**src/sv/dcbd_pkg.sv**
```systemverilog
// Shared constants and lookup functions for the decay correction unit.
package dcbd_pkg;

    localparam int HL_W        = 40;
    localparam int ACT_W       = 32;
    localparam int DAYS_OUT_W  = 21;
    localparam int RES_W       = 48;
    localparam int DATA_W      = 64;
    localparam int ADDR_W      = 4;
    localparam int EXP_FRAC    = 24;
    localparam int NTERMS      = 16;
    localparam int SIDE_W      = 1 + DAYS_OUT_W + ACT_W;

    localparam logic [0:0]            REG_HALF_LIFE = 1'b0;
    localparam logic [HL_W-1:0]       HL_RESET      = 40'd256;
    localparam logic [31:0]           LN2_Q32       = 32'hB17217F8;
    localparam logic [32:0]           ONE_Q32       = 33'h1_0000_0000;
    localparam logic [DAYS_OUT_W-1:0] DAYS_MAX      = 21'h1F_FFFF;
    localparam logic [RES_W-1:0]      ACT_MAX       = 48'hFFFF_FFFF_FFFF;

    // days of the year before the first of the given month (1..12)
    function automatic logic [8:0] months_before(input logic [3:0] mo);
        logic [8:0] v;
        case (mo)
            4'd1:    v = 9'd0;
            4'd2:    v = 9'd31;
            4'd3:    v = 9'd59;
            4'd4:    v = 9'd90;
            4'd5:    v = 9'd120;
            4'd6:    v = 9'd151;
            4'd7:    v = 9'd181;
            4'd8:    v = 9'd212;
            4'd9:    v = 9'd243;
            4'd10:   v = 9'd273;
            4'd11:   v = 9'd304;
            4'd12:   v = 9'd334;
            default: v = 9'd0;
        endcase
        return v;
    endfunction

    // floor(2^32 / k) for the series divisors
    function automatic logic [32:0] recip(input int k);
        logic [32:0] v;
        case (k)
            1:       v = 33'h1_0000_0000;
            2:       v = 33'h0_8000_0000;
            3:       v = 33'h0_5555_5555;
            4:       v = 33'h0_4000_0000;
            5:       v = 33'h0_3333_3333;
            6:       v = 33'h0_2AAA_AAAA;
            7:       v = 33'h0_2492_4924;
            8:       v = 33'h0_2000_0000;
            9:       v = 33'h0_1C71_C71C;
            10:      v = 33'h0_1999_9999;
            11:      v = 33'h0_1745_D174;
            12:      v = 33'h0_1555_5555;
            13:      v = 33'h0_13B1_3B13;
            14:      v = 33'h0_1249_2492;
            15:      v = 33'h0_1111_1111;
            16:      v = 33'h0_1000_0000;
            default: v = 33'h1_0000_0000;
        endcase
        return v;
    endfunction

endpackage

```
**src/sv/dcbd_front.sv**
```systemverilog
// Front end: takes an item, maps both dates to day ordinals and flags order.
module dcbd_front #(
    parameter int YEAR_BITS = 12
) (
    input  logic                  i_clk,
    input  logic                  i_rst_n,
    input  logic                  i_push,
    output logic                  o_full,
    input  logic [4:0]            i_ref_day,
    input  logic [3:0]            i_ref_month,
    input  logic [YEAR_BITS-1:0]  i_ref_year,
    input  logic [4:0]            i_meas_day,
    input  logic [3:0]            i_meas_month,
    input  logic [YEAR_BITS-1:0]  i_meas_year,
    input  logic [31:0]           i_ref_activity,
    input  logic                  i_q_full,
    output logic                  o_q_push,
    output logic [YEAR_BITS+9+dcbd_pkg::ACT_W:0] o_q_data
);
    localparam int OW = YEAR_BITS + 9;

    logic          r_v, n_v;
    logic [OW-1:0] r_ord_ref, r_ord_meas;
    logic [31:0]   r_act;
    logic          take;
    logic [OW:0]   diff;
    logic          err;
    logic [OW-1:0] days;

    // ordinal plus one, so that a day of zero stays non-negative
    function automatic logic [OW-1:0] ordinal(input logic [4:0] d, input logic [3:0] m,
                                               input logic [YEAR_BITS-1:0] y);
        logic [3:0]    mo;
        logic [OW-1:0] o;
        mo = (m == 4'd0) ? 4'd1 : ((m > 4'd12) ? 4'd12 : m);
        o  = OW'(y) * OW'(365) + OW'((OW'(y) + OW'(3)) >> 2)
           + OW'(dcbd_pkg::months_before(mo)) + OW'(d);
        if (y[1:0] == 2'b00 && mo > 4'd2) begin
            o = o + OW'(1);
        end
        return o;
    endfunction

    assign o_full   = r_v & i_q_full;
    assign take     = i_push & ~o_full;
    assign o_q_push = r_v & ~i_q_full;
    assign diff     = {1'b0, r_ord_meas} - {1'b0, r_ord_ref};
    assign err      = diff[OW];
    assign days     = err ? '0 : diff[OW-1:0];
    assign o_q_data = {err, days, r_act};

    always_comb begin
        n_v = r_v;
        if (take) begin
            n_v = 1'b1;
        end else if (o_q_push) begin
            n_v = 1'b0;
        end
    end

    always_ff @(posedge i_clk) begin
        if (!i_rst_n) begin
            r_v <= 1'b0;
        end else begin
            r_v <= n_v;
        end
    end

    always_ff @(posedge i_clk) begin
        if (take) begin
            r_ord_ref  <= ordinal(i_ref_day, i_ref_month, i_ref_year);
            r_ord_meas <= ordinal(i_meas_day, i_meas_month, i_meas_year);
            r_act      <= i_ref_activity;
        end
    end

endmodule

```
**config.mk**
```make
export PLATFORM = sky130hd
export DESIGN_NAME = dcbd_front
export DESIGN_NICKNAME = d
export VERILOG_FILES = /design/src/sv/dcbd_pkg.sv /design/src/sv/dcbd_front.sv
export SDC_FILE = /design/constraint.sdc
export NUM_CORES = 1
export LEC_CHECK = 0
export BUFFER_PORTS_ARGS = -buffer_cell sky130_fd_sc_hd__buf_2
export CORE_ASPECT_RATIO = 1.25
export CORE_MARGIN = 3
export CORE_UTILIZATION = 30
export CTS_BUF_LIST = sky130_fd_sc_hd__clkbuf_8
export CTS_CLUSTER_DIAMETER = 50
export DETAILED_ROUTE_END_ITERATION = 8
export SYNTH_ARGS = -nofsm -noshare
export SYNTH_HDL_FRONTEND = slang
export SYNTH_SLANG_ARGS = --single-unit
```
**constraint.sdc**
```tcl
create_clock -name i_clk -period 16.3 [get_ports i_clk]
set_input_delay 3.26 -clock i_clk [delete_from_list [all_inputs] [get_ports i_clk]]
set_output_delay 3.26 -clock i_clk [all_outputs]
set_load 0.1 [all_outputs]
```
==> results.md <==
| Group | Quantity | This run |
|---|---|---|
| drt | DRT antenna net count | 0 |
| cells and area | Nets | 1647 |
| sta | Crit path time final | 9.29 ns |
| sta | Count of endpoints failing setup in the final report | 0 |
| global route | Antenna violations before repair | 0 |
| drt | Vias after detailed routing | 7993 |
| worst setup path | Critical path arrival | 9.40 ns |
| die | I/O pins | 134 |
| worst setup path | Max stage delay cell, worst path | sky130_fd_sc_hd__fa_1 |
| placed design | Port Buffer Count | 133 |
| drt | DR DRC count | 0 |
| worst setup path | Largest incremental delay on the critical path | 0.53 ns |
| clocking | Total of hold buffers inserted after clock tree synthesis | 0 |
| global route | Global-route wire length before repair | 38.1 mm |
| die | Die span in y | 221 um |
| synthesis | Mean instance size in the synthesized netlist | 9.71 um2 |
| placed design | Dpl cells | 1746 |
| synthesis | Synthesized Nets | 1513 |
| die | Initial standard-cell utilization of the core | 30.5% |
| die | Die area | 39400 um2 |
| synthesis | Count of mapped cells out of synthesis | 1143 |
| placed design | Detailed placer's ending HPWL | 19.8 mm |
| die | Core Footprint | 36400 um2 |
| sta | Worst-margin pin slew | 0.926 ns |
| drt | Number of iterations in the first detailed-routing pass | 4 |
| cells and area | Total of fill cells in the finished design | 3742 |
| cells and area | Flip-flop and latch area | 2240 um2 |
| sta | Worst slew margin | 37.9% |
| drt | Routed WL per cell | 12.8 um |
| clocking | CTS Buffer Depth | 2 |
| clocking | TritonCTS clock tree | built |
| sta | Ratio of final minimum period to clock period | 57.0% |
| clocking | Clock Sinks | 75 |
| worst setup path | Critical Setup Path Class | in2reg |
| clocking | Clk pin slew, worst setup/hold paths | 0.08 ns |
| synthesis | Number of flops mapped to enable cells by yosys | 74 |
| worst setup path | Required time at the endpoint of the critical path | 16.41 ns |
| sta | Final slew viol count | 0 |
| worst setup path | Cell Chain, Critical Path | buf_2 > nor2_1 > nor2_1 > o21ai_0 > inv_1 > ha_1 > mux4_2 > fa_1 > ha_1 > ha_1 > inv_1 > fa_1 > inv_1 > ha_1 > fa_1 > a211oi_1 > o21ai_0 > a221o_1 > a21oi_1 > xnor2_1 > nand4_2 > or3_4 > nor4_2 > xnor3_1 |
| die | Die Width | 178 um |
| sta | Highest achievable clock rate | 0.108 GHz |
| synthesis | Yosys cell types | 70 |
| cells and area | Post-Route Utilization | 34.5% |
| cells and area | Area grow syn2layout | 13.2% |
| cells and area | Antenna cells | 0 |
| global route | Pin count of the biggest net entering global routing | 75 |
| worst setup path | Critical path's top delay family | adder cells |
| sta | Unrepaired setup endpoints after global routing | false |
| clocking | Number of setup buffers added after CTS | 0 |
| placed design | Final RePlAce weighted congestion | 0.865 |
| placed design | Placement-stage worst setup slack | 6.61 ns |
| worst setup path | CP most frequent cell | sky130_fd_sc_hd__ha_1 |
| cells and area | Area of combinational cells with multiple inputs | 7830 um2 |
| worst setup path | Kind of start point of the critical path | input port |
| cells and area | Share of final-layout standard cells stronger than drive strength 1 | 13.8% |
| clocking | Root Buffer | sky130_fd_sc_hd__clkbuf_8 |
| synthesis | Synthesis-stage register bit count | 75 |
| clocking | Inserted Clock Buffers | 9 |
| die | Site row count | 78 |
| drt | Average via count per standard cell | 4.54 |
| cells and area | Non-filler instance count after layout | 1762 |
| synthesis | Post-synthesis sequential area ratio | 20.2% |
| global route | Via count of the first global-routing pass | 8286 |
| synthesis | Post-synthesis cell area | 11100 um2 |
| synthesis | Share of flip-flops with an asynchronous set or reset after synthesis | 0% |
| clocking | Count of cells resized by post-cts repair | 0 |
| synthesis | Most used flip-flop cell after synthesis | sky130_fd_sc_hd__edfxtp_1 |
| worst setup path | Critical-path maximum fanout | 16 |
| worst setup path | Kind of end point of the critical path | flip-flop |
| sta | Max Clock Skew | 0.00468 ns |
| clocking | H-tree level count | 3 |
| clocking | Clock latency on the worst-skew pair | 0.36 ns |
| hold path | Worst hold path class | reg2reg |
| sta | Final worst-path setup slack | 7.01 ns |
| global route | All-layer global routing usage | 11.7% |
| synthesis | Total of warnings raised by yosys | 0 |
| drt | Initial drt markers | 231 |
| run | Number of maximum-capacitance constraint violations | 0 |
| sta | Setup_tns | 0 ns |
| worst setup path | Buffers and inverters on the worst path | 4 |
| sta | Hold violation total from the final report | 0 |
| status | Run status | complete, no violations |
| global route | Remaining global-route overflow | 0 |
| drt | Final wirelength | 22.5 mm |
-- cell type report --
cell class | count | area share, %
repair buffers | 134 | 5.36
well taps | 480 | 4.78
multi-input cells | 791 | 62.3
flip-flops and latches | 75 | 17.9
clock buffers | 9 | 0.986
inverters | 266 | 7.95
clock inverters | 7 | 0.747
-- path summary, 6_finish.rpt --
| check | cells after the start | endpoint | from | slack, ns |
|---|---|---|---|---|
| worst max-delay path | 24 | r_ord_meas[20] | i_meas_month[2] | 7.01 |
| worst min-delay path | 2 | r_v | r_v | 0.68 |
| worst max register to register | 3 | r_ord_ref[3] | r_v | 14.60 |
| worst min register to register | 2 | r_v | r_v | 0.68 |
-- through the flow --
stage / hold WS (ns) / instance area [um2]
4_1_cts: 0.689 / 12600
6_report: 0.678 / 12600
3_3_place_gp: 0.657 / 12300
5_1_grt: 0.728 / 12600
2_1_floorplan: 1.13 / 11100
3_5_place_dp: 0.668 / 12300
-- cell families (layout without fill, tap and decap cells) --
group | Yosys count | in the layout | synth area share (%)
xor+xnor | 106 | 106 | 8.76
compound gates | 157 | 157 | 9.42
buf+inv | 277 | 416 | 9.40
simple gates | 224 | 224 | 10.0
fa+ha+maj | 292 | 292 | 40.8
flops | 75 | 75 | 20.2
mux | 12 | 12 | 1.40
-- sequential cells by signal, summed over array words and instances, names as in the netlist --
signal      flops
r_act          32
r_ord_ref      21
r_v             1
r_ord_meas     21
-- cells in the final DEF, fill, tap and decap left out, drive strengths merged, types with 3 or more instances in the layout --
cell,synthesis,layout
nand3,19,19
xor2,38,38
a22o,3,3
nor2b,23,23
nor2,60,60
nor4,5,5
fa,117,117
ha,175,175
o21a,6,6
nand2b,15,15
or3,6,6
inv,266,267
mux2,5,5
edfxtp,74,74
o21bai,3,3
o21ai,33,33
o211ai,7,7
a21oi,44,44
clkbuf,8,9
and3,9,9
buf,3,134
o31a,5,5
mux2i,5,5
a211oi,9,9
clkinv,0,3
nand2,54,54
nor3,15,15
a31oi,10,10
xnor2,67,67
nand4,9,9
a21o,17,17
-- cell usage after synthesis (9+ instances only) --
cell / number / area [um2]
sky130_fd_sc_hd__inv_1: 266 / 998
sky130_fd_sc_hd__ha_1: 175 / 2190
sky130_fd_sc_hd__fa_1: 117 / 2340
sky130_fd_sc_hd__edfxtp_1: 74 / 2220
sky130_fd_sc_hd__xnor2_1: 64 / 561
sky130_fd_sc_hd__nor2_1: 59 / 221
sky130_fd_sc_hd__nand2_1: 53 / 199
sky130_fd_sc_hd__a21oi_1: 43 / 215
sky130_fd_sc_hd__xor2_1: 37 / 324
sky130_fd_sc_hd__o21ai_0: 25 / 125
sky130_fd_sc_hd__nor2b_1: 23 / 144
sky130_fd_sc_hd__nand3_1: 19 / 95.1
sky130_fd_sc_hd__a21o_1: 17 / 128
sky130_fd_sc_hd__nand2b_1: 15 / 93.8
sky130_fd_sc_hd__nor3_1: 15 / 75.1
sky130_fd_sc_hd__a31oi_1: 10 / 62.6
sky130_fd_sc_hd__and3_1: 9 / 56.3
-- worst register-to-register path, delay by kind of cell, from the launching register on --
family,cells,cell delay (ns)
buf+inv,1,0.70
simple gates,2,0.29
flops,1,0.31
-- layer usage --
metal | share of wire [%] | GRT usage (%)
met5 | 0 | 0
met4 | 1.2 | 2.46
met3 | 4.1 | 1.34
met2 | 51 | 21.7
met1 | 44 | 14.5
Power is not shown: default switching activity piles up to over one toggle a cycle in this logic, so the estimate is an artifact.
