===== src/sv/dcbd_fifo.sv =====
// Small register FIFO used between the front, the back and the result port.
module dcbd_fifo #(
    parameter int W  = 8,
    parameter int AW = 1
) (
    input  logic         i_clk,
    input  logic         i_rst_n,
    input  logic         i_push,
    input  logic [W-1:0] i_wdata,
    output logic         o_full,
    input  logic         i_pop,
    output logic [W-1:0] o_rdata,
    output logic         o_empty
);
    localparam int DEPTH = 1 << AW;

    logic [W-1:0] r_mem [0:DEPTH-1];
    logic [AW-1:0] r_wp, r_rp, n_wp, n_rp;
    logic [AW:0]   r_cnt, n_cnt;
    logic          push_ok, pop_ok;

    assign o_full  = (r_cnt == (AW+1)'(DEPTH));
    assign o_empty = (r_cnt == '0);
    assign o_rdata = r_mem[r_rp];
    assign push_ok = i_push & ~o_full;
    assign pop_ok  = i_pop & ~o_empty;

    always_comb begin
        n_wp  = push_ok ? r_wp + 1'b1 : r_wp;
        n_rp  = pop_ok ? r_rp + 1'b1 : r_rp;
        n_cnt = r_cnt + (AW+1)'(push_ok) - (AW+1)'(pop_ok);
    end

    always_ff @(posedge i_clk) begin
        if (!i_rst_n) begin
            r_wp  <= '0;
            r_rp  <= '0;
            r_cnt <= '0;
        end else begin
            r_wp  <= n_wp;
            r_rp  <= n_rp;
            r_cnt <= n_cnt;
        end
    end

    always_ff @(posedge i_clk) begin
        if (push_ok) begin
            r_mem[r_wp] <= i_wdata;
        end
    end

endmodule


===== config.mk =====
export PLATFORM = sky130hd
export DESIGN_NAME = dcbd_fifo
export DESIGN_NICKNAME = d
export VERILOG_FILES = /design/src/sv/dcbd_fifo.sv
export SDC_FILE = /design/constraint.sdc
export NUM_CORES = 1
export LEC_CHECK = 0
export BUFFER_PORTS_ARGS = -buffer_cell sky130_fd_sc_hd__buf_4
export CAP_MARGIN = 0
export CORE_MARGIN = 2
export CORE_UTILIZATION = 52
export DETAILED_ROUTE_END_ITERATION = 7
export PLACE_DENSITY = 0.79
export SYNTH_ARGS = -nofsm -noshare
export SYNTH_HDL_FRONTEND = slang
export SYNTH_SLANG_ARGS = --single-unit

===== constraint.sdc =====
create_clock -name i_clk -period 2.45 [get_ports i_clk]
set_clock_uncertainty 0.1 [all_clocks]
set_input_delay 0.245 -clock i_clk [delete_from_list [all_inputs] [get_ports i_clk]]
set_output_delay 0.245 -clock i_clk [all_outputs]
set_load 0.02 [all_outputs]

==> out/summary.txt, run 1 <==
crit start category -> register
Leak Pwr -> 0.000447 uW
Port Buffers -> 21
Hold Crit Depth -> 1
Post-CTS Setup Inserts -> 0
vias in the first global route -> 457
Root Driver -> clkbuf_4
Die Y -> 43.5 um
routed len/inst -> 14.1 um
die width -> 43.5 um
CTS Sinks -> 21
Worst R2R Start -> r_cnt[0]$_SDFF_PN0_
cts bufs inserted -> 3
dpl hpwl -> 911 um
GRT overflow -> 0
synth-to-layout area growth -> 30.8%
Mapped Cells -> 52
H-tree levels -> 1
FMAX -> 0.558 GHz
total of max-cap violations -> 0
Crit Path Category -> register to register
outcome -> finished, final reports clean
Antenna diodes -> 0
Worst VDD drop -> 0.000575 V
data required time at the worst endpoint -> 2.58 ns
Pins Over Slew Limit -> 0
Yosys reg bits -> 21
first-pass GRT wire length -> 2040 um
fin crit share -> 73.1%
crit path max fanout -> 4
Avg Inst Size Synth -> 15.6 um^2
PwrDens -> 1020 nW/um^2
data arrival time of the worst path -> 1.92 ns
post_cts resized -> 0
Hold Crit Class -> input pin to register
largest net degree at the start of global routing -> 13
Initial Utilization -> 54.5%
row cnt -> 14
R2R setup slack -> 0.66 ns
Sum Neg Setup Slack -> 0 ns
DR DRC count -> 0
Worst slew margin -> 53.1%
vias per cell -> 5.00
Final Power -> 1080 uW
min Tclk post-route -> 1.79 ns
share of layout cells above drive strength 1 -> 43.2%
routed wire length -> 1370 um
io pins -> 22
RSZ-0062 raised after global routing -> false
count of cell types in the netlist -> 17
via count -> 485
clk slew on worst S/H paths -> 0.12 ns
Synthesis Warnings -> 0
Crit. End Element -> register
R2R cell count -> 8
reg-to-reg critical path endpoint -> r_cnt[1]$_SDFF_PN0_
measured slew at the worst slew-check pin -> 0.701 ns
min-delay src -> i_wdata[5]
initial antenna violation count -> 0
Mapped Nets -> 66
core area -> 1490 um^2
Routed Antenna Nets -> 0
final setup vio count -> 0
die area -> 1890 um^2
synthesized area -> 812 um^2
drt pass-1 iters -> 4
Max clock buf depth -> 2
Final #Nets -> 96
gpl congestion -> 0.715
Worst Hold Path EP -> r_mem[0][5]$_DFFE_PP_
CTS tree -> yes
post-synthesis sequential area ratio -> 71.5%
total track usage -> 16.0%
Final Hold Vio Count -> 0
initial DRC count -> 11
Worst-Skew Late Latency -> 0.31 ns
cells by family (layout without fill, tap and decap cells):
logic type / after synthesis / in the layout / synth area share [%]
flip-flops: 21 / 21 / 71.5
AND/OR/NAND/NOR: 13 / 13 / 7.86
multiplexers: 9 / 9 / 12.3
buffers and inverters: 4 / 33 / 2.00
adder cells (fa/ha/maj): 2 / 2 / 3.08
XOR/XNOR: 2 / 2 / 2.16
AO/OA/AOI/OAI: 1 / 1 / 1.08
worst max path at each step:
stage                        startpoint                  end  slack (ns)  cells after the start
CTS                 r_cnt[0]$_SDFF_PN0_  r_cnt[1]$_SDFF_PN0_        0.63                      8
global placement    r_cnt[0]$_SDFF_PN0_  r_cnt[1]$_SDFF_PN0_        0.77                      8
floorplan           r_cnt[0]$_SDFF_PN0_  r_cnt[1]$_SDFF_PN0_        0.81                      8
detailed placement  r_cnt[0]$_SDFF_PN0_  r_cnt[1]$_SDFF_PN0_        0.70                      8
global route        r_cnt[0]$_SDFF_PN0_  r_cnt[1]$_SDFF_PN0_        0.56                      8
finish              r_cnt[0]$_SDFF_PN0_  r_cnt[1]$_SDFF_PN0_        0.66                      8
state kept, by name, indices dropped and copies added, names as in the netlist, named ones only:
| register | count |
|---|---|
| r_wp | 1 |
| r_rp | 1 |
| r_mem | 16 |
| r_cnt | 2 |
critical path, cell delays in order (launching register included):
cell and delay, ns:
dfxtp_1 0.38, nand2b_1 0.15, nand2_1 0.11, ha_1 0.29, inv_1 0.05, ha_1 0.18, xor2_1 0.15, and2_2 0.18
nor3_1 0.14
layer usage:
layer,track usage (%),up-vias,share of wire (%)
met5,0,-,0
met4,10.9,0,2.4
met3,5.00,5,4.7
met2,25.4,15,51
met1,18.6,223,41
li1,-,242,-
final cells by class:
| type | count | area (um^2) |
|---|---|---|
| clock buffers | 3 | 22.5 |
| inverters | 3 | 11.3 |
| clock inverters | 1 | 5.00 |
| well taps | 16 | 20.0 |
| flip-flops and latches | 21 | 581 |
| fillers | 105 | 427 |
| multi-input cells | 27 | 215 |
| repair buffers | 26 | 208 |
synth_stat cells:
master,count,area (um^2)
dfxtp_1,5,100
inv_1,3,11.3
edfxtp_1,16,480
xor2_1,1,8.76
mux2_2,8,90.1
ha_1,2,25.0
mux2i_1,1,10.0
and3_1,1,6.26
nor3_1,1,5.00
buf_2,1,5.00
xnor2_1,1,8.76
and2_1,1,6.26
nand2b_1,2,12.5
nor2_1,5,18.8
nand2_1,2,7.51
o21a_2,1,8.76
and2_2,1,7.51
cell usage in the layout, fill, tap and decap left out:
cell type	n
edfxtp_1	16
dlygate4sd3_1	5
nor2_1	5
mux2_2	8
and3_1	1
nor3_1	1
clkbuf_4	3
ha_1	2
clkinv_2	1
and2_2	1
xnor2_1	1
inv_1	3
and2_1	1
o21a_2	1
buf_4	21
nand2_1	2
mux2i_1	1
dfxtp_1	5
nand2b_1	2
xor2_1	1
where the power goes:
part / switching, uW / total (uW) / internal, uW
clock: 105 / 166 / 61.0
sequential: 48.4 / 514 / 465
combinational: 205 / 403 / 198
through the flow:
step                utilization [%]  area [um^2]  std cells  setup WS (ns)  hold slack, ns
floorplan                         -          812         52          0.810           0.244
global placement               66.1          985         88          0.766           0.330
detailed placement             66.1          985         88          0.699           0.333
CTS                            68.0         1010         92          0.625         0.00676
global route                   71.3         1060         97          0.555         0.00483
finish                         71.3         1060         97          0.659          0.0192
repair_timing:
item                                    in CTS  in global routing
endpoints found under the hold margin        0                  9
hold buffers                                 0                  5
endpoints found under the setup margin       0                  0
No activity file was read; power rests on OpenSTA's default activity.
==> inputs of run 2 (changes only) <==
--- a/config.mk
+++ b/config.mk
@@ -5,12 +5,13 @@
 export SDC_FILE = /design/constraint.sdc
 export NUM_CORES = 1
 export LEC_CHECK = 0
+export ABC_AREA = 1
 export BUFFER_PORTS_ARGS = -buffer_cell sky130_fd_sc_hd__buf_4
 export CAP_MARGIN = 0
 export CORE_MARGIN = 2
-export CORE_UTILIZATION = 52
+export CORE_UTILIZATION = 50
 export DETAILED_ROUTE_END_ITERATION = 7
-export PLACE_DENSITY = 0.79
+export PLACE_DENSITY = 0.76
 export SYNTH_ARGS = -nofsm -noshare
 export SYNTH_HDL_FRONTEND = slang
 export SYNTH_SLANG_ARGS = --single-unit
==> constraint.sdc (replaced) <==
create_clock -name i_clk -period 1.7 [get_ports i_clk]
set_clock_uncertainty 0.1 [all_clocks]
set_input_delay 0.17 -clock i_clk [delete_from_list [all_inputs] [get_ports i_clk]]
set_output_delay 0.17 -clock i_clk [all_outputs]
set_load 0.02 [all_outputs]
==> run 2 against run 1 <==
Maximum frequency increased by 14%; sequential power increased by 39%; register-to-register slack worse by 0.53 ns; sequential share of layout area is 5.3 points lower; non-clock buffer count grew 7; final cell count up 20%; worst setup slack worse by 0.53 ns; largest power group unchanged.
==> out/summary.txt, run 2 <==
Worst VDD drop -> 0.000939 V (+63%)
Port Buffers -> 21 (unchanged)
PwrDens -> 1370 nW/um^2 (+35%)
drt pass-1 iters -> 4 (unchanged)
share of the synthesized area in the top cell type -> 55.6% (-3.6 points)
R2R cell count -> 11 (+3)
fin crit share -> 92.2% (+19 points)
final setup vio count -> 0 (unchanged)
Yosys reg bits -> 21 (unchanged)
data required time at the worst endpoint -> 1.84 ns (-0.74 ns)
Hold Crit Class -> input pin to register
Root Driver -> clkbuf_4
reg-to-reg critical path endpoint -> r_cnt[1]$_SDFF_PN0_
count leader, synth -> edfxtp_1
CTS Sinks -> 21 (unchanged)
CP cell instances -> inv_1 -> nand2_2 -> nand2_1 -> ha_1 -> inv_1 -> ha_1 -> inv_1 -> nand2_1 -> nand3_1 -> nand2_1 -> nor2_1
Comb pwr share -> 42.0% (+4.8 points)
Avg Inst Size Synth -> 13.7 um^2 (-12%)
die width -> 45.6 um (+4.8%)
synth-to-layout area growth -> 36.5%
post-route insts no fill -> 116 (+20%)
Int Pwr -> 1080 uW (+49%)
via count -> 549 (+13%)
Final #Nets -> 114 (+19%)
outcome -> finished, final reports clean
total track usage -> 14.7% (-1.4 points)
R2R setup slack -> 0.13 ns (-0.53 ns)
Worst-Skew Late Latency -> 0.29 ns (-0.02 ns)
Crit. End Element -> register
clock group share of total power -> 14.0% (-1.3 points)
Routed Antenna Nets -> 0 (unchanged)
Antenna diodes -> 0 (unchanged)
vias in the first global route -> 514 (+12%)
CTS tree -> yes
Cells after DPL -> 102 (+16%)
Die Y -> 45.6 um (+4.8%)
slowest stage cell, crit path -> dfxtp_2
vias per cell -> 4.73 (-5.3%)
Worst R2R Start -> r_cnt[0]$_SDFF_PN0_
first-pass GRT wire length -> 2060 um (+1.0%)
Worst Hold Path EP -> r_wp$_SDFFE_PN0N_
min-delay src -> i_push
share of layout cells above drive strength 1 -> 41.4% (-1.8 points)
max reg flops -> 16 (unchanged)
measured slew at the worst slew-check pin -> 0.304 ns (-0.397 ns)
Pins Over Slew Limit -> 0 (unchanged)
register name with the most flops -> r_mem
WHS -> 0.0450 ns (+0.0258 ns)
Flop pwr share -> 44.0% (-3.4 points)
critical path's largest stage delay -> 0.37 ns (about the same)
Synthesis Warnings -> 0 (unchanged)
Yosys top cell by area -> edfxtp_1
Final Power -> 1620 uW (+49%)
gpl congestion -> 0.668 (-6.5%)
Worst slew margin -> 79.7% (+27 points)
data arrival time of the worst path -> 1.71 ns (-0.21 ns)
sw power -> 539 uW (+50%)
top_reg_cell synth -> edfxtp_1
die area -> 2080 um^2 (+9.7%)
DR DRC count -> 0 (unchanged)
biggest regs -> r_mem x16, r_cnt x2
crit start category -> register
switching share of power -> 33.3% (+0.20 points)
FFs w/ async S/R, synth -> 0% (unchanged)
initial DRC count -> 4 (-7)
count of cell types in the netlist -> 11 (-6)
Mapped Cells -> 63 (+21%)
io pins -> 22 (unchanged)
number of flops mapped to enable cells by yosys -> 16 (unchanged)
GRT overflow -> 0 (unchanged)
Leak Pwr -> 0.000530 uW (+18%)
dpl hpwl -> 1020 um (+12%)
routed wire length -> 1390 um (+1.5%)
largest net degree at the start of global routing -> 13 (unchanged)
commonest non-fill, non-tap cell in the layout -> buf_4
clk slew on worst S/H paths -> 0.11 ns (about the same)
total of max-cap violations -> 0 (unchanged)
top post-synthesis cells by area -> edfxtp_1 56%, mux2_4 14%, dfxtp_1 12%
FMAX -> 0.638 GHz (+14%)
cts bufs inserted -> 3 (unchanged)
Hold Crit Depth -> 3 (+2)
core area -> 1670 um^2 (+12%)
leading cell types by count after synthesis -> 16 x edfxtp_1, 9 x inv_1, 9 x nand2_1
synthesized area -> 865 um^2 (+6.5%)
Initial Utilization -> 51.8% (-2.8 points)
post-synthesis sequential area ratio -> 67.1% (-4.3 points)
Crit Path Category -> register to register
Final Hold Vio Count -> 0 (unchanged)
min Tclk post-route -> 1.57 ns (-0.224 ns)
Sum Neg Setup Slack -> 0 ns (unchanged)
Max clock buf depth -> 2 (unchanged)
initial antenna violation count -> 0 (unchanged)
commonest non-fill, non-tap cells in the layout -> 24 x buf_4, 16 x edfxtp_1, 9 x inv_1, 9 x dlygate4sd3_1
row cnt -> 15 (+1)
RSZ-0062 raised after global routing -> false
routed len/inst -> 12.0 um (-15%)
crit path max fanout -> 3 (-1)
Mapped Nets -> 77 (+17%)
H-tree levels -> 1 (unchanged)
-- run 2: changes by cell type in the layout (fill, tap and decap cells not counted), moves of 3 or more --
cell | previous run | this run
mux2_4 | 0 | 8
nand2_1 | 2 | 8
buf_4 | 21 | 24
dlygate4sd3_1 | 5 | 9
mux2_2 | 8 | 0
inv_1 | 3 | 9
nand3_1 | 0 | 3
-- run 2: repair_timing --
action | CTS | global route
hold buffers | 9 | 0
buffers inserted | 0 | 1
resized for setup | 0 | 3
setup endpoints to repair | 0 | 1
hold endpoints to repair | 17 | 0
-- run 2: worst max-delay path, delay by kind of cell (launching register included) --
family        cells  cell delay [ns]
simple gates      6             0.43
flops             1             0.37
buf+inv           3             0.15
fa+ha+maj         2             0.45
-- run 2: cell families (layout without fill, tap and decap cells) --
logic type	count (synthesis)	count (layout)	synth area share, %
DFF	21	21	67.1
buffers and inverters	10	46	5.21
AOI/OAI and AO/OA	2	2	1.16
and+or+nand+nor	20	20	9.69
adders and majority gates	2	2	2.89
muxes	8	8	13.9
-- run 2: power by group through the flow --
stage | Sequential (uW) | Combinational, uW | Clock (uW)
floorplan | 706 | 446 | 0
global placement | 710 | 632 | 0
detailed placement | 720 | 647 | 0
CTS | 708 | 666 | 234
global route | 718 | 745 | 258
finish | 712 | 680 | 226
-- run 2: worst max-delay path by stage --
stage,startpoint,to,depth (start not counted)
final,r_cnt[0]$_SDFF_PN0_,r_cnt[1]$_SDFF_PN0_,11
after floorplan,r_cnt[1]$_SDFF_PN0_,r_cnt[1]$_SDFF_PN0_,9
after global placement,r_cnt[0]$_SDFF_PN0_,r_cnt[1]$_SDFF_PN0_,10
after CTS,r_cnt[0]$_SDFF_PN0_,r_cnt[1]$_SDFF_PN0_,10
after global routing,r_cnt[0]$_SDFF_PN0_,r_cnt[1]$_SDFF_PN0_,11
after detailed placement,r_cnt[0]$_SDFF_PN0_,r_cnt[1]$_SDFF_PN0_,10
-- run 2: stage by stage --
| stage | util, % | cell area (um^2) | setup slack [ns] |
|---|---|---|---|
| 3_5_place_dp | 62.7 | 1050 | 0.0379 |
| 3_3_place_gp | 62.7 | 1050 | 0.0839 |
| 2_1_floorplan | - | 865 | 0.107 |
| 5_1_grt | 70.6 | 1180 | 0.0131 |
| 6_report | 70.6 | 1180 | 0.133 |
| 4_1_cts | 69.7 | 1160 | 0.0255 |
-- run 2: area by class of cell --
class,count,area (um^2)
flip-flops and latches,21,582
fillers,117,490
repair buffers,33,270
multi-input cells,32,245
inverters,9,33.8
clock buffers,3,22.5
well taps,17,21.3
clock inverters,1,5.00
-- run 2: routing by layer --
layer	wire [um]	share of wire, %	track usage [%]
met4	6	0.43	7.06
met5	0	0	0
met1	539	39	15.3
met3	66	4.7	2.38
met2	778	56	27.9
==> inputs of run 3 (changes only) <==
==> constraint.sdc (replaced) <==
create_clock -name i_clk -period 1.5 [get_ports i_clk]
set_clock_uncertainty 0.1 [all_clocks]
set_input_delay 0.15 -clock i_clk [delete_from_list [all_inputs] [get_ports i_clk]]
set_output_delay 0.15 -clock i_clk [all_outputs]
set_load 0.02 [all_outputs]
==> run 3 against run 2 <==
The flow now finishes with violations (negative hold slack); clock power up 17%; cell area increased by 8.5%; largest cell class unchanged; count of clock-buffer cells in the layout is the same; maximum frequency is 4.8% higher; first-iteration DRC count is 75% higher; non-clock buffer count did not move; sequential power is 19% higher; hold slack worse by 0.080 ns; via count grew 5.3%; critical path type unchanged.
==> out/summary.txt, run 3 (synthesized netlist as in run 2, its figures left out) <==
cts bufs inserted -> 3 (unchanged)
Die Y -> 45.6 um (unchanged)
synth-to-layout area growth -> 48.0%
vias in the first global route -> 543 (+5.6%)
Port Buffers -> 21 (unchanged)
dpl hpwl -> 964 um (-5.1%)
Flop pwr share -> 40.2% (-3.8 points)
clk slew on worst S/H paths -> 0.11 ns (about the same)
die width -> 45.6 um (unchanged)
Crit. End Element -> register
register name with the most flops -> r_mem
# fillers -> 107 (-8.5%)
max reg flops -> 16 (unchanged)
CTS Sinks -> 21 (unchanged)
Antenna diodes -> 0 (unchanged)
gpl congestion -> 0.655 (-2.0%)
data arrival time of the worst path -> 1.60 ns (-0.11 ns)
Routed Antenna Nets -> 0 (unchanged)
vias per cell -> 4.98 (+5.3%)
FMAX -> 0.669 GHz (+4.8%)
Worst slew margin -> 78.0% (-1.7 points)
switching share of power -> 34.7% (+1.4 points)
Final #Nets -> 114 (unchanged)
commonest non-fill, non-tap cells in the layout -> 16 x buf_4, 16 x edfxtp_1, 8 x mux2_4, 8 x dlygate4sd3_1, 8 x buf_6
initial DRC count -> 7 (+3)
clock group share of total power -> 12.5% (-1.5 points)
min Tclk post-route -> 1.50 ns (-0.0714 ns)
Leak Pwr -> 0.000555 uW (+4.7%)
fin crit share -> 99.7% (+7.5 points)
PwrDens -> 1650 nW/um^2 (+20%)
crit start category -> register
measured slew at the worst slew-check pin -> 0.329 ns (+0.0252 ns)
sw power -> 733 uW (+36%)
Root Driver -> clkbuf_4
core area -> 1670 um^2 (unchanged)
Crit Path Category -> register to register
data required time at the worst endpoint -> 1.60 ns (-0.24 ns)
outcome -> complete, but fails checks
Worst-Skew Late Latency -> 0.30 ns (about the same)
largest net degree at the start of global routing -> 13 (unchanged)
Pins Over Slew Limit -> 0 (unchanged)
area of the multi-input gates -> 303 um^2 (+23%)
Final Hold Vio Count -> 3 (+3)
DR DRC count -> 0 (unchanged)
hold_buf cts -> 8 (-1)
routed wire length -> 1670 um (+20%)
crit path max fanout -> 3 (unchanged)
total track usage -> 16.1% (+1.4 points)
Worst VDD drop -> 0.00111 V (+18%)
initial antenna violation count -> 0 (unchanged)
Int Pwr -> 1380 uW (+28%)
Initial Utilization -> 51.8% (unchanged)
WHS -> -0.0355 ns (-0.0804 ns)
die area -> 2080 um^2 (unchanged)
via count -> 578 (+5.3%)
GRT overflow -> 0 (unchanged)
routed len/inst -> 14.4 um (+20%)
share of layout cells above drive strength 1 -> 53.5% (+12 points)
violated checks -> negative hold slack
drt pass-1 iters -> 4 (unchanged)
row cnt -> 15 (unchanged)
Comb pwr share -> 47.3% (+5.3 points)
first-pass GRT wire length -> 2210 um (+7.4%)
io pins -> 22 (unchanged)
Hold Crit Class -> input pin to register
total of max-cap violations -> 0 (unchanged)
final setup vio count -> 0 (unchanged)
Max clock buf depth -> 2 (unchanged)
Final Power -> 2110 uW (+30%)
storage element area -> 589 um^2 (+1.3%)
CTS tree -> yes
H-tree levels -> 1 (unchanged)
Sum Neg Setup Slack -> 0 ns (unchanged)
biggest regs -> r_mem x16, r_cnt x2
RSZ-0062 raised after global routing -> true
[run 3: changes by cell type in the layout (fill, tap and decap cells not counted), sizes merged]
cell	change
buf	+1
dlygate4sd3	-1
[run 3: through the flow]
step                      area, um^2  utilization (%)  instances  setup WS (ns)  hold WS, ns
after detailed placement        1060             63.7        103        -0.0601        0.240
after CTS                       1220             72.9        116        -0.0166      -0.0490
after floorplan                  873                -         63        0.00444        0.143
after global routing            1280             76.6        116        -0.0463      -0.0506
after global placement          1060             63.7        103        0.00391        0.235
final                           1280             76.6        116        0.00447      -0.0355
[run 3: metal layers]
layer | global-route usage [%] | vias up | share of wire (%)
li1 | - | 284 | -
met1 | 15.4 | 277 | 36
met2 | 30.7 | 15 | 59
met3 | 2.38 | 2 | 3.8
met4 | 10.6 | 0 | 0.72
met5 | 0 | - | 0
[run 3: final timing paths]
kind	start	cells after the start	to	slack, ns
hold / removal	i_rst_n	3	r_cnt[0]$_SDFF_PN0_	-0.04
setup / recovery	r_cnt[0]$_SDFF_PN0_	10	r_cnt[1]$_SDFF_PN0_	0.004
hold reg to reg	r_wp$_SDFFE_PN0N_	2	r_wp$_SDFFE_PN0N_	0.43
setup reg to reg	r_cnt[0]$_SDFF_PN0_	10	r_cnt[1]$_SDFF_PN0_	0.004
[run 3: critical path, stage by stage, from the launching register on]
cell,delay (ns)
dfxtp_4,0.40
inv_2,0.06
nand2_4,0.07
nand2_4,0.06
ha_4,0.25
inv_2,0.04
ha_4,0.15
inv_2,0.04
nand2_2,0.06
a21oi_2,0.13
nor2_1,0.05
[run 3: power groups by stage]
stage          clock network [uW]  registers (uW)  logic [uW]
6_report                      264             848         999
5_1_grt                       292             857        1080
4_1_cts                       274             831         867
3_5_place_dp                    0             822         766
3_3_place_gp                    0             819         746
2_1_floorplan                   0             815         519
[run 3: final cells by class]
cell class                      count  area share (%)
Multi-Input combinational cell     32            23.7
Clock inverter                      1           0.391
Inverter                            9            2.64
Clock buffer                        3            1.76
Sequential cell                    21            46.0
Timing Repair Buffer               33            23.9
Tap cell                           17            1.66
[run 3: what timing repair did]
action	in CTS	in global routing
hold endpoints to repair	19	3
gates resized for setup	14	14
setup endpoints to repair	9	9
pin swaps	1	4
setup buffers	1	0
